--- src/rtl/core/hue_change_motion_detector_macros.svh ---
`ifndef HUE_CHANGE_MOTION_DETECTOR_MACROS_SVH
`define HUE_CHANGE_MOTION_DETECTOR_MACROS_SVH

// Same-cycle implication, checked on every rising edge outside reset.
`define HCMD_ASSERT_IMP(lbl, ante, cons, msg) \
    lbl: assert property (@(posedge i_clk) disable iff (!i_rst_n) (ante) |-> (cons)) \
        else $error(msg);

// Next-cycle implication, checked on every rising edge outside reset.
`define HCMD_ASSERT_NEXT(lbl, ante, cons, msg) \
    lbl: assert property (@(posedge i_clk) disable iff (!i_rst_n) (ante) |=> (cons)) \
        else $error(msg);

`endif

--- src/rtl/core/hcmd_pkg.sv ---
`timescale 1ns / 1ps
`default_nettype none

package hcmd_pkg;

    localparam int COUNT_WIDTH = 24;
    localparam int PIX_W       = 8;
    localparam int NUM_W       = 14;
    localparam int DIV_STEPS   = NUM_W;
    localparam int DIV_CNT_W   = $clog2(DIV_STEPS);
    localparam int QUEUE_DEPTH = 2;
    localparam int QPTR_W      = (QUEUE_DEPTH > 1) ? $clog2(QUEUE_DEPTH) : 1;
    localparam int QCNT_W      = $clog2(QUEUE_DEPTH + 1);
    localparam int FRAME_W     = 24;
    localparam int IN_DATA_W   = 6 * PIX_W;
    localparam int OUT_COUNT_W = 24;
    localparam int OUT_DATA_W  = 32;
    localparam int MOT_W       = COUNT_WIDTH + 7;
    localparam int HUE_SCALE   = 43;
    localparam int MOTION_SCALE = 100;

    localparam logic [FRAME_W-1:0]     FRAME_PIXELS_RESET = FRAME_W'(307200);
    localparam logic [PIX_W-1:0]       HUE_THRESHOLD      = PIX_W'(16);
    localparam logic [PIX_W-1:0]       BASE_RED           = PIX_W'(0);
    localparam logic [PIX_W-1:0]       BASE_GREEN         = PIX_W'(85);
    localparam logic [PIX_W-1:0]       BASE_BLUE          = PIX_W'(171);
    localparam logic [COUNT_WIDTH-1:0] COUNT_MAX          = '1;
    localparam logic [DIV_CNT_W-1:0]   DIV_LAST           = DIV_CNT_W'(DIV_STEPS - 1);

    // Everything the back end needs to finish the hue of one color.
    typedef struct packed {
        logic             zero;
        logic             neg;
        logic [NUM_W-1:0] num_mag;
        logic [PIX_W-1:0] span;
        logic [PIX_W-1:0] base;
    } t_chan;

    typedef struct packed {
        t_chan prev;
        t_chan cur;
        logic  sel;
        logic  last;
    } t_q_entry;

    typedef struct packed {
        logic [PIX_W-1:0] rem;
        logic [NUM_W-1:0] quo;
    } t_div;

    typedef enum logic [1:0] {
        ST_IDLE,
        ST_DIV,
        ST_HUE,
        ST_EMIT
    } t_back_state;

    function automatic t_chan classify(input logic [PIX_W-1:0] r,
                                       input logic [PIX_W-1:0] g,
                                       input logic [PIX_W-1:0] b);
        logic [PIX_W-1:0] mx;
        logic [PIX_W-1:0] mn;
        logic [PIX_W:0]   diff;
        logic [PIX_W-1:0] mag;
        t_chan            c;
        mx = r;
        if (g > mx) mx = g;
        if (b > mx) mx = b;
        mn = r;
        if (g < mn) mn = g;
        if (b < mn) mn = b;
        // Ties on the largest channel go to red first, then green.
        if (mx == r) begin
            c.base = BASE_RED;
            diff   = {1'b0, g} - {1'b0, b};
        end else if (mx == g) begin
            c.base = BASE_GREEN;
            diff   = {1'b0, b} - {1'b0, r};
        end else begin
            c.base = BASE_BLUE;
            diff   = {1'b0, r} - {1'b0, g};
        end
        c.neg     = diff[PIX_W];
        mag       = diff[PIX_W] ? PIX_W'(-diff) : diff[PIX_W-1:0];
        c.num_mag = NUM_W'(mag) * NUM_W'(HUE_SCALE);
        c.span    = mx - mn;
        c.zero    = (mx == mn);
        return c;
    endfunction

    // One restoring division step: one quotient bit.
    function automatic t_div div_step(input t_div s, input logic [PIX_W-1:0] span);
        logic [PIX_W:0] trial;
        t_div           n;
        trial = {s.rem, s.quo[NUM_W-1]};
        n.quo = {s.quo[NUM_W-2:0], 1'b0};
        if (trial >= {1'b0, span}) begin
            n.rem    = PIX_W'(trial - {1'b0, span});
            n.quo[0] = 1'b1;
        end else begin
            n.rem = trial[PIX_W-1:0];
        end
        return n;
    endfunction

    // Quotient magnitude is truncated toward zero, so the sign is applied after.
    function automatic logic [PIX_W-1:0] hue_of(input t_chan c, input logic [NUM_W-1:0] q);
        logic [PIX_W-1:0] q8;
        q8 = q[PIX_W-1:0];
        if (c.zero) begin
            return '0;
        end
        return c.neg ? (c.base - q8) : (c.base + q8);
    endfunction

endpackage

`default_nettype wire

--- src/rtl/core/hcmd_queue.sv ---
`timescale 1ns / 1ps
`default_nettype none

module hcmd_queue (
    input  wire logic               i_clk,
    input  wire logic               i_rst_n,
    input  wire logic               i_push,
    input  wire hcmd_pkg::t_q_entry i_data,
    output logic                    o_full,
    input  wire logic               i_pop,
    output hcmd_pkg::t_q_entry      o_data,
    output logic                    o_empty
);
    import hcmd_pkg::*;

    t_q_entry           r_mem [QUEUE_DEPTH];
    logic [QPTR_W-1:0]  r_wr_ptr, n_wr_ptr;
    logic [QPTR_W-1:0]  r_rd_ptr, n_rd_ptr;
    logic [QCNT_W-1:0]  r_cnt, n_cnt;

    assign o_full  = (r_cnt == QCNT_W'(QUEUE_DEPTH));
    assign o_empty = (r_cnt == '0);
    assign o_data  = r_mem[r_rd_ptr];

    always_comb begin
        n_wr_ptr = r_wr_ptr;
        n_rd_ptr = r_rd_ptr;
        n_cnt    = r_cnt;
        if (i_push) begin
            n_wr_ptr = (r_wr_ptr == QPTR_W'(QUEUE_DEPTH - 1)) ? '0 : r_wr_ptr + 1'b1;
        end
        if (i_pop) begin
            n_rd_ptr = (r_rd_ptr == QPTR_W'(QUEUE_DEPTH - 1)) ? '0 : r_rd_ptr + 1'b1;
        end
        if (i_push && !i_pop) begin
            n_cnt = r_cnt + 1'b1;
        end else if (i_pop && !i_push) begin
            n_cnt = r_cnt - 1'b1;
        end
    end

    always_ff @(posedge i_clk) begin
        if (!i_rst_n) begin
            r_wr_ptr <= '0;
            r_rd_ptr <= '0;
            r_cnt    <= '0;
        end else begin
            r_wr_ptr <= n_wr_ptr;
            r_rd_ptr <= n_rd_ptr;
            r_cnt    <= n_cnt;
        end
    end

    always_ff @(posedge i_clk) begin
        if (i_push) begin
            r_mem[r_wr_ptr] <= i_data;
        end
    end

endmodule

`default_nettype wire

--- src/rtl/core/hcmd_front.sv ---
`timescale 1ns / 1ps
`default_nettype none

module hcmd_front (
    input  wire logic [hcmd_pkg::IN_DATA_W-1:0] i_tdata,
    input  wire logic                           i_tuser,
    input  wire logic                           i_tlast,
    input  wire logic                           i_tvalid,
    output logic                                o_tready,
    input  wire logic                           i_full,
    output logic                                o_push,
    output hcmd_pkg::t_q_entry                  o_entry
);
    import hcmd_pkg::*;

    // Both colors are reduced to sign, magnitude, span and base here, so the
    // back end only has to divide.
    assign o_tready = !i_full;
    assign o_push   = i_tvalid && !i_full;

    always_comb begin
        o_entry.prev = classify(i_tdata[0*PIX_W +: PIX_W], i_tdata[1*PIX_W +: PIX_W],
                                i_tdata[2*PIX_W +: PIX_W]);
        o_entry.cur  = classify(i_tdata[3*PIX_W +: PIX_W], i_tdata[4*PIX_W +: PIX_W],
                                i_tdata[5*PIX_W +: PIX_W]);
        o_entry.sel  = i_tuser;
        o_entry.last = i_tlast;
    end

endmodule

`default_nettype wire

--- src/rtl/core/hcmd_back.sv ---
`timescale 1ns / 1ps
`default_nettype none
`include "hue_change_motion_detector_macros.svh"

module hcmd_back (
    input  wire logic                             i_clk,
    input  wire logic                             i_rst_n,
    input  wire logic [hcmd_pkg::FRAME_W-1:0]     i_frame_pixels,
    input  wire logic                             i_empty,
    input  wire hcmd_pkg::t_q_entry               i_entry,
    output logic                                  o_pop,
    output logic                                  o_m_tvalid,
    input  wire logic                             i_m_tready,
    output logic [hcmd_pkg::OUT_DATA_W-1:0]       o_m_tdata
);
    import hcmd_pkg::*;

    t_back_state            r_state, n_state;
    t_q_entry               r_ent;
    t_div                   r_div_p, r_div_c;
    logic [DIV_CNT_W-1:0]   r_div_cnt;
    logic [COUNT_WIDTH-1:0] r_count;
    logic                   r_m_valid;
    logic                   r_m_motion;
    logic [OUT_COUNT_W-1:0] r_m_changed;

    logic                   emit;
    logic                   count_up;
    logic [PIX_W-1:0]       hue_p, hue_c, hue_d;
    logic                   motion;

    assign hue_p  = hue_of(r_ent.prev, r_div_p.quo);
    assign hue_c  = hue_of(r_ent.cur, r_div_c.quo);
    assign hue_d  = (hue_c > hue_p) ? (hue_c - hue_p) : (hue_p - hue_c);
    assign motion = (MOT_W'(r_count) * MOT_W'(MOTION_SCALE)) > MOT_W'(i_frame_pixels);

    always_comb begin
        n_state = r_state;
        case (r_state)
            ST_IDLE: begin
                if (!i_empty) n_state = ST_DIV;
            end
            ST_DIV: begin
                if (r_div_cnt == DIV_LAST) n_state = ST_HUE;
            end
            ST_HUE: begin
                n_state = r_ent.last ? ST_EMIT : ST_IDLE;
            end
            ST_EMIT: begin
                if (!r_m_valid || i_m_tready) n_state = ST_IDLE;
            end
            default: begin
                n_state = ST_IDLE;
            end
        endcase
    end

    always_comb begin
        o_pop    = 1'b0;
        emit     = 1'b0;
        count_up = 1'b0;
        case (r_state)
            ST_IDLE: begin
                o_pop = !i_empty;
            end
            ST_HUE: begin
                count_up = r_ent.sel && (hue_d > HUE_THRESHOLD) && (r_count != COUNT_MAX);
            end
            ST_EMIT: begin
                emit = !r_m_valid || i_m_tready;
            end
            default: begin
                o_pop = 1'b0;
            end
        endcase
    end

    always_ff @(posedge i_clk) begin
        if (!i_rst_n) begin
            r_state   <= ST_IDLE;
            r_div_cnt <= '0;
            r_count   <= '0;
            r_m_valid <= 1'b0;
        end else begin
            r_state <= n_state;
            if (o_pop) begin
                r_div_cnt <= '0;
            end else if (r_state == ST_DIV) begin
                r_div_cnt <= r_div_cnt + 1'b1;
            end
            if (emit) begin
                r_count <= '0;
            end else if (count_up) begin
                r_count <= r_count + 1'b1;
            end
            if (emit) begin
                r_m_valid <= 1'b1;
            end else if (i_m_tready) begin
                r_m_valid <= 1'b0;
            end
        end
    end

    always_ff @(posedge i_clk) begin
        if (o_pop) begin
            r_ent       <= i_entry;
            r_div_p.rem <= '0;
            r_div_p.quo <= i_entry.prev.num_mag;
            r_div_c.rem <= '0;
            r_div_c.quo <= i_entry.cur.num_mag;
        end else if (r_state == ST_DIV) begin
            r_div_p <= div_step(r_div_p, r_ent.prev.span);
            r_div_c <= div_step(r_div_c, r_ent.cur.span);
        end
        if (emit) begin
            r_m_motion  <= motion;
            r_m_changed <= OUT_COUNT_W'(r_count);
        end
    end

    assign o_m_tvalid = r_m_valid;
    assign o_m_tdata  = OUT_DATA_W'({r_m_changed, r_m_motion});

    `HCMD_ASSERT_NEXT(a_count_sat, (r_state != ST_EMIT) && (r_count == COUNT_MAX),
        r_count == COUNT_MAX, "count left saturation outside frame end")
    `HCMD_ASSERT_IMP(a_div_range, r_state == ST_DIV, r_div_cnt <= DIV_LAST,
        "divide step counter overran")
    `HCMD_ASSERT_NEXT(a_emit_clear, emit, r_m_valid && (r_count == '0),
        "frame end did not load result and clear count")
    `HCMD_ASSERT_IMP(a_result_src, $rose(r_m_valid), $past(r_state == ST_EMIT),
        "result appeared without frame end")

endmodule

`default_nettype wire

--- src/rtl/core/hue_change_motion_detector.sv ---
`timescale 1ns / 1ps
`default_nettype none
// Hue-change motion detector.
// Input stream (s_axis): one request per pixel pair. tdata carries the previous and current
// RGB bytes, tuser the selection bit and tlast the end-of-frame mark. Each request yields
// an 8-bit hue for both colors; a selected pixel whose two hues differ by more than 16
// bumps a saturating change counter.
// Output stream (m_axis): one request per frame, sent after the tlast pixel. It carries
// the change count and a motion flag that is set when count * 100 exceeds frame_pixels.
// Configuration: i_cfg_we writes frame_pixels from i_cfg_wdata at the next rising edge.
// Each pixel pair is popped, run through the back end's two restoring dividers, one per
// color, which make one quotient bit per cycle for 14 bits, and then hue compared; the
// last pixel of a frame adds a frame-end step. A pair is popped only after the last is done.
// A tlast result goes through the queue and the pop, divide, hue and emit states to m_axis.
// A two-entry queue between the classifier and the dividers lets s_axis run ahead.
// Reset (i_rst_n low, synchronous): queue emptied, counter cleared, output dropped, and
// frame_pixels returns to 307200.
// When the receiver stalls, the result holds in the output register; the back end waits
// at frame end only, and s_axis backs up once the queue fills.
module hue_change_motion_detector (
    input  wire logic                             i_clk,
    input  wire logic                             i_rst_n,
    // [7:0] prev_red, [15:8] prev_green, [23:16] prev_blue,
    // [31:24] cur_red, [39:32] cur_green, [47:40] cur_blue
    input  wire logic [hcmd_pkg::IN_DATA_W-1:0]   s_axis_tdata,
    // [0] pixel_selected
    input  wire logic                             s_axis_tuser,
    input  wire logic                             s_axis_tlast,
    input  wire logic                             s_axis_tvalid,
    output logic                                  s_axis_tready,
    // [0] motion_detected, [24:1] changed_pixels, upper bits zero
    output logic [hcmd_pkg::OUT_DATA_W-1:0]       m_axis_tdata,
    output logic                                  m_axis_tvalid,
    input  wire logic                             m_axis_tready,
    input  wire logic                             i_cfg_we,
    input  wire logic [hcmd_pkg::FRAME_W-1:0]     i_cfg_wdata
);
    import hcmd_pkg::*;

    logic [FRAME_W-1:0] r_frame_pixels;
    logic               q_full;
    logic               q_empty;
    logic               q_push;
    logic               q_pop;
    t_q_entry           q_in;
    t_q_entry           q_out;

    // The frame size only feeds the motion threshold compare.
    always_ff @(posedge i_clk) begin
        if (!i_rst_n) begin
            r_frame_pixels <= FRAME_PIXELS_RESET;
        end else if (i_cfg_we) begin
            r_frame_pixels <= i_cfg_wdata;
        end
    end

    // Front end: accepts a request whenever the queue has room and classifies both colors.
    hcmd_front u_front (
        .i_tdata  (s_axis_tdata),
        .i_tuser  (s_axis_tuser),
        .i_tlast  (s_axis_tlast),
        .i_tvalid (s_axis_tvalid),
        .o_tready (s_axis_tready),
        .i_full   (q_full),
        .o_push   (q_push),
        .o_entry  (q_in)
    );

    hcmd_queue u_queue (
        .i_clk   (i_clk),
        .i_rst_n (i_rst_n),
        .i_push  (q_push),
        .i_data  (q_in),
        .o_full  (q_full),
        .i_pop   (q_pop),
        .o_data  (q_out),
        .o_empty (q_empty)
    );

    // Back end: divides, compares hues, counts, and sends the per-frame result.
    hcmd_back u_back (
        .i_clk          (i_clk),
        .i_rst_n        (i_rst_n),
        .i_frame_pixels (r_frame_pixels),
        .i_empty        (q_empty),
        .i_entry        (q_out),
        .o_pop          (q_pop),
        .o_m_tvalid     (m_axis_tvalid),
        .i_m_tready     (m_axis_tready),
        .o_m_tdata      (m_axis_tdata)
    );

endmodule

`default_nettype wire

--- config.mk ---
export PLATFORM = sky130hd
export DESIGN_NAME = hue_change_motion_detector
export DESIGN_NICKNAME = d
export VERILOG_FILES = /design/src/rtl/core/hcmd_pkg.sv /design/src/rtl/core/hcmd_queue.sv /design/src/rtl/core/hcmd_front.sv /design/src/rtl/core/hcmd_back.sv /design/src/rtl/core/hue_change_motion_detector.sv
export VERILOG_INCLUDE_DIRS = /design/src /design/src/rtl/core
export SDC_FILE = /design/constraint.sdc
export NUM_CORES = 1
export LEC_CHECK = 0
export ABC_AREA = 1
export ABC_CLOCK_PERIOD_IN_PS = 17300
export BUFFER_PORTS_ARGS = -buffer_cell sky130_fd_sc_hd__buf_2
export CORE_MARGIN = 2
export CORE_UTILIZATION = 50
export DETAILED_ROUTE_END_ITERATION = 8
export GPL_TIMING_DRIVEN = 0
export PLACE_DENSITY = 0.67
export SLEW_MARGIN = 20
export SYNTH_ARGS = -nofsm -noshare
export SYNTH_HDL_FRONTEND = slang
export SYNTH_SLANG_ARGS = --single-unit
--- constraint.sdc ---
create_clock -name i_clk -period 17.3 [get_ports i_clk]
set_input_delay 1.73 -clock i_clk [delete_from_list [all_inputs] [get_ports i_clk]]
set_output_delay 1.73 -clock i_clk [all_outputs]
set_load 0.02 [all_outputs]
==> results.md <==
- Worst hold path class: reg -> reg
- Critical path peak fanout: 11
- Initial drt markers: 1127
- Status: finished, final reports clean
- Worst r2r dst: u_back.r_count[22]$_SDFFE_PP0P_
- Gate Count Post-Synth: 2879
- Final Setup Violations: 0
- CP Data Arrival Time: 9.51 ns
- Total number of vias: 19300
- Clock buffer depth: 3
- Initial core utilization: 50.5%
- FP Rows: 79
- CTS HTree Levels: 1
- R2R setup slack: 11.76 ns
- Slew headroom: 31.9%
- Worst slew pin tran: 1.02 ns
- Gr ovfl total: 0
- Origin of the critical flop-to-flop path: u_back.r_div_c[0]$_DFFE_PP_
- RSZ-0062 raised after global routing: false
- Layout area overhead: 9.62%
- Vias per cell: 5.30
- DIE WIDTH: 220 um
- Largest net degree at the start of global routing: 32
- Critical path type: in -> reg
- Final nets: 3462
- Ant. Diodes: 0
- Syn_area_per_cell: 8.14 sq um
- Crit start category: input port
- Peak supply drop: 0.114 mV
- CTS tree: yes
- Seq/Total Area, Yosys: 31.2%
- Pleak: 12.7 nW
- Synth Register Bits: 269
- # hold bufs at CTS: 0
- Final WL: 56.8 mm
- Hold depth: 1
- Crit path from: s_axis_tdata[35]
- Top-level I/O count: 113
- Area of the multi-input gates: 13900 sq um
- Fin Clk Skew: 0.0247 ns
- Antenna-violating nets left: 0
- Postcts setup bufs: 0
- Commonest register cell after synthesis: edfxtp_1
- Cell area after synthesis: 23400 sq um
- Core Region: 46400 sq um
- Fillers: 4252
- Drt wl/cell: 15.6 um
- Post_cts resized: 0
- Crit path capture type: flop
- DRC Markers: 0
- Final hold vios: 0
- Drt pass-1 iters: 6
- Height of the chip: 220 um
- Pre-CTS WS: 7.66 ns
- Initial antenna violation count: 0
- Yosys warns: 0
- Pwr Density: 170 nW/um^2
- Clk_lat worst skew: 0.55 ns
- Yosys cell types: 59
- Asr flop ratio synth: 0%
- CTS buffer count: 26
- Most frequent CP cell: nand2_1
- Fin crit period: 9.16 ns
- Slowest Stage Delay on Critical Path: 0.54 ns
- Total GRT Usage: 23.4%
- End point of the critical path: u_queue.r_mem[0][30]$_DFFE_PP_
- Worst Reg2Reg Path Length in Cells: 31
- Commonest non-fill, non-tap cell in the layout: nand2_1
- Clock Sinks: 269
- Die ar.: 48600 sq um
- Number of max-cap violations: 0
- Fmax: 0.109 GHz
- Setup TNS: 0 ns
- Number of synthesized flops with an enable pin: 193
- Commonest non-fill, non-tap cells in the layout: 549 x nand2_1, 504 x inv_1, 309 x ha_1
- Pins over their slew limit: 0
- Clk root buf: clkbuf_16
- Final period util: 52.9%
- DP HPWL: 46.8 mm
- Port buffer count: 105
- WP data required: 17.65 ns
- First-pass GRT wire length: 92.1 mm
- Slowest-stage cell, CP: fa_1
- Seq. cell area: 7320 sq um
- Share of layout cells above drive strength 1: 10.9%
- Worst setup margin: 8.14 ns
- Vias in the first global route: 18800
- Clock-pin slew on the worst setup and hold paths: 0.06 ns
- Placer Congestion: 0.962
[report_power, final]
group,total (mW),internal (mW),switching [mW],leakage (nW)
Combinational,2.65,0.991,1.66,9.86
Clock,0.548,0.315,0.233,0.398
Sequential,1.17,1.08,0.0857,2.40
Total,4.37,2.39,1.98,12.7
[state kept, by name, summed over array words and instances, names as in the netlist, 2 cells and up, named ones only]
| name | count |
|---|---|
| r_frame_pixels | 24 |
| u_back.r_count | 24 |
| u_back.r_div_c | 22 |
| u_back.r_div_cnt | 4 |
| u_back.r_div_p | 22 |
| u_back.r_ent | 28 |
| u_back.r_m_changed | 24 |
| u_back.r_state | 2 |
| u_queue.r_cnt | 2 |
| u_queue.r_mem | 112 |
[worst max-delay path, delay by kind of cell]
family                   cells  cell delay (ns)
AO/OA/AOI/OAI                7             1.17
XOR/XNOR                     1             0.28
adder cells (fa/ha/maj)      7             2.64
buffers and inverters       10             1.23
AND/OR/NAND/NOR             24             2.47
[how the worst min path moves through the flow]
stage	startpoint	end
2_1_floorplan	u_queue.r_rd_ptr$_SDFFE_PN0P_	flop
3_3_place_gp	u_queue.r_rd_ptr$_SDFFE_PN0P_	flop
3_5_place_dp	u_queue.r_rd_ptr$_SDFFE_PN0P_	flop
4_1_cts	u_queue.r_rd_ptr$_SDFFE_PN0P_	flop
5_1_grt	r_frame_pixels[11]$_SDFFE_PN0P_	r_frame_pixels[11]$_SDFFE_PN0P_
6_report	u_queue.r_rd_ptr$_SDFFE_PN0P_	flop
[kinds of logic (layout without fill, tap and decap cells)]
kind of cell | Yosys count | in the layout | share of synthesized area [%]
AO/OA/AOI/OAI | 464 | 464 | 11.0
XOR/XNOR | 126 | 126 | 4.71
adder cells (fa/ha/maj) | 360 | 360 | 20.9
buffers and inverters | 579 | 736 | 9.81
flip-flops | 269 | 269 | 31.2
multiplexers | 32 | 32 | 1.52
other | 1 | 7 | 0.0160
AND/OR/NAND/NOR | 1048 | 1048 | 20.9
[per-stage QoR]
step	utilization [%]	cells	instance area, sq um	total power, mW	hold WS, ns
6_report	55.4	3649	25700	4.37	0.454
5_1_grt	55.4	3649	25700	4.82	0.485
4_1_cts	55.4	3649	25700	4.40	0.454
3_5_place_dp	53.6	3602	24900	3.84	0.464
3_3_place_gp	53.4	3597	24700	3.70	0.432
2_1_floorplan	-	2885	23500	3.16	0.425
[layout make-up]
| cell class | instances | area share, % |
|---|---|---|
| multi-input cells | 2037 | 54.0 |
| flip-flops and latches | 269 | 28.5 |
| inverters | 519 | 7.59 |
| well taps | 607 | 2.96 |
| clock buffers | 35 | 2.75 |
| repair buffers | 110 | 2.47 |
| plain buffers | 60 | 1.36 |
| clock inverters | 12 | 0.419 |
[per-layer routing]
metal  GRT usage (%)  routed length (um)  up-vias
li1                -                   -     9795
met4            7.79                1830        0
met5               0                   0        -
met3            1.53                1840      115
met1            29.1               25000     9011
met2            43.0               28100      424
[Yosys cell counts, types with 5 or more instances]
master	number	area, sq um
nand3_2	22	220
o31ai_1	5	37.5
buf_2	5	25.0
xnor2_1	40	350
nor3_1	21	105
nand3b_1	8	60.1
nand4_1	31	194
fa_1	51	1020
inv_2	13	48.8
o21bai_1	8	60.1
edfxtp_1	193	5800
nand4_2	10	125
ha_1	309	3870
o21ai_1	7	35.0
a21oi_1	186	931
a211oi_1	5	37.5
clkbuf_1	31	116
a21o_1	8	60.1
nand3_4	7	123
mux2_2	28	315
nor2_4	12	135
inv_1	504	1890
buf_6	8	90.1
nand2_4	13	146
dfxtp_1	76	1520
a31oi_1	13	81.3
o211ai_1	24	180
o21ai_0	184	921
nand3_1	140	701
nor2_1	180	676
nand2_1	550	2060
xor2_1	86	753
buf_4	12	90.1
nand2_2	33	206
nor4_1	6	37.5
Power figures use the tool's default switching activity.
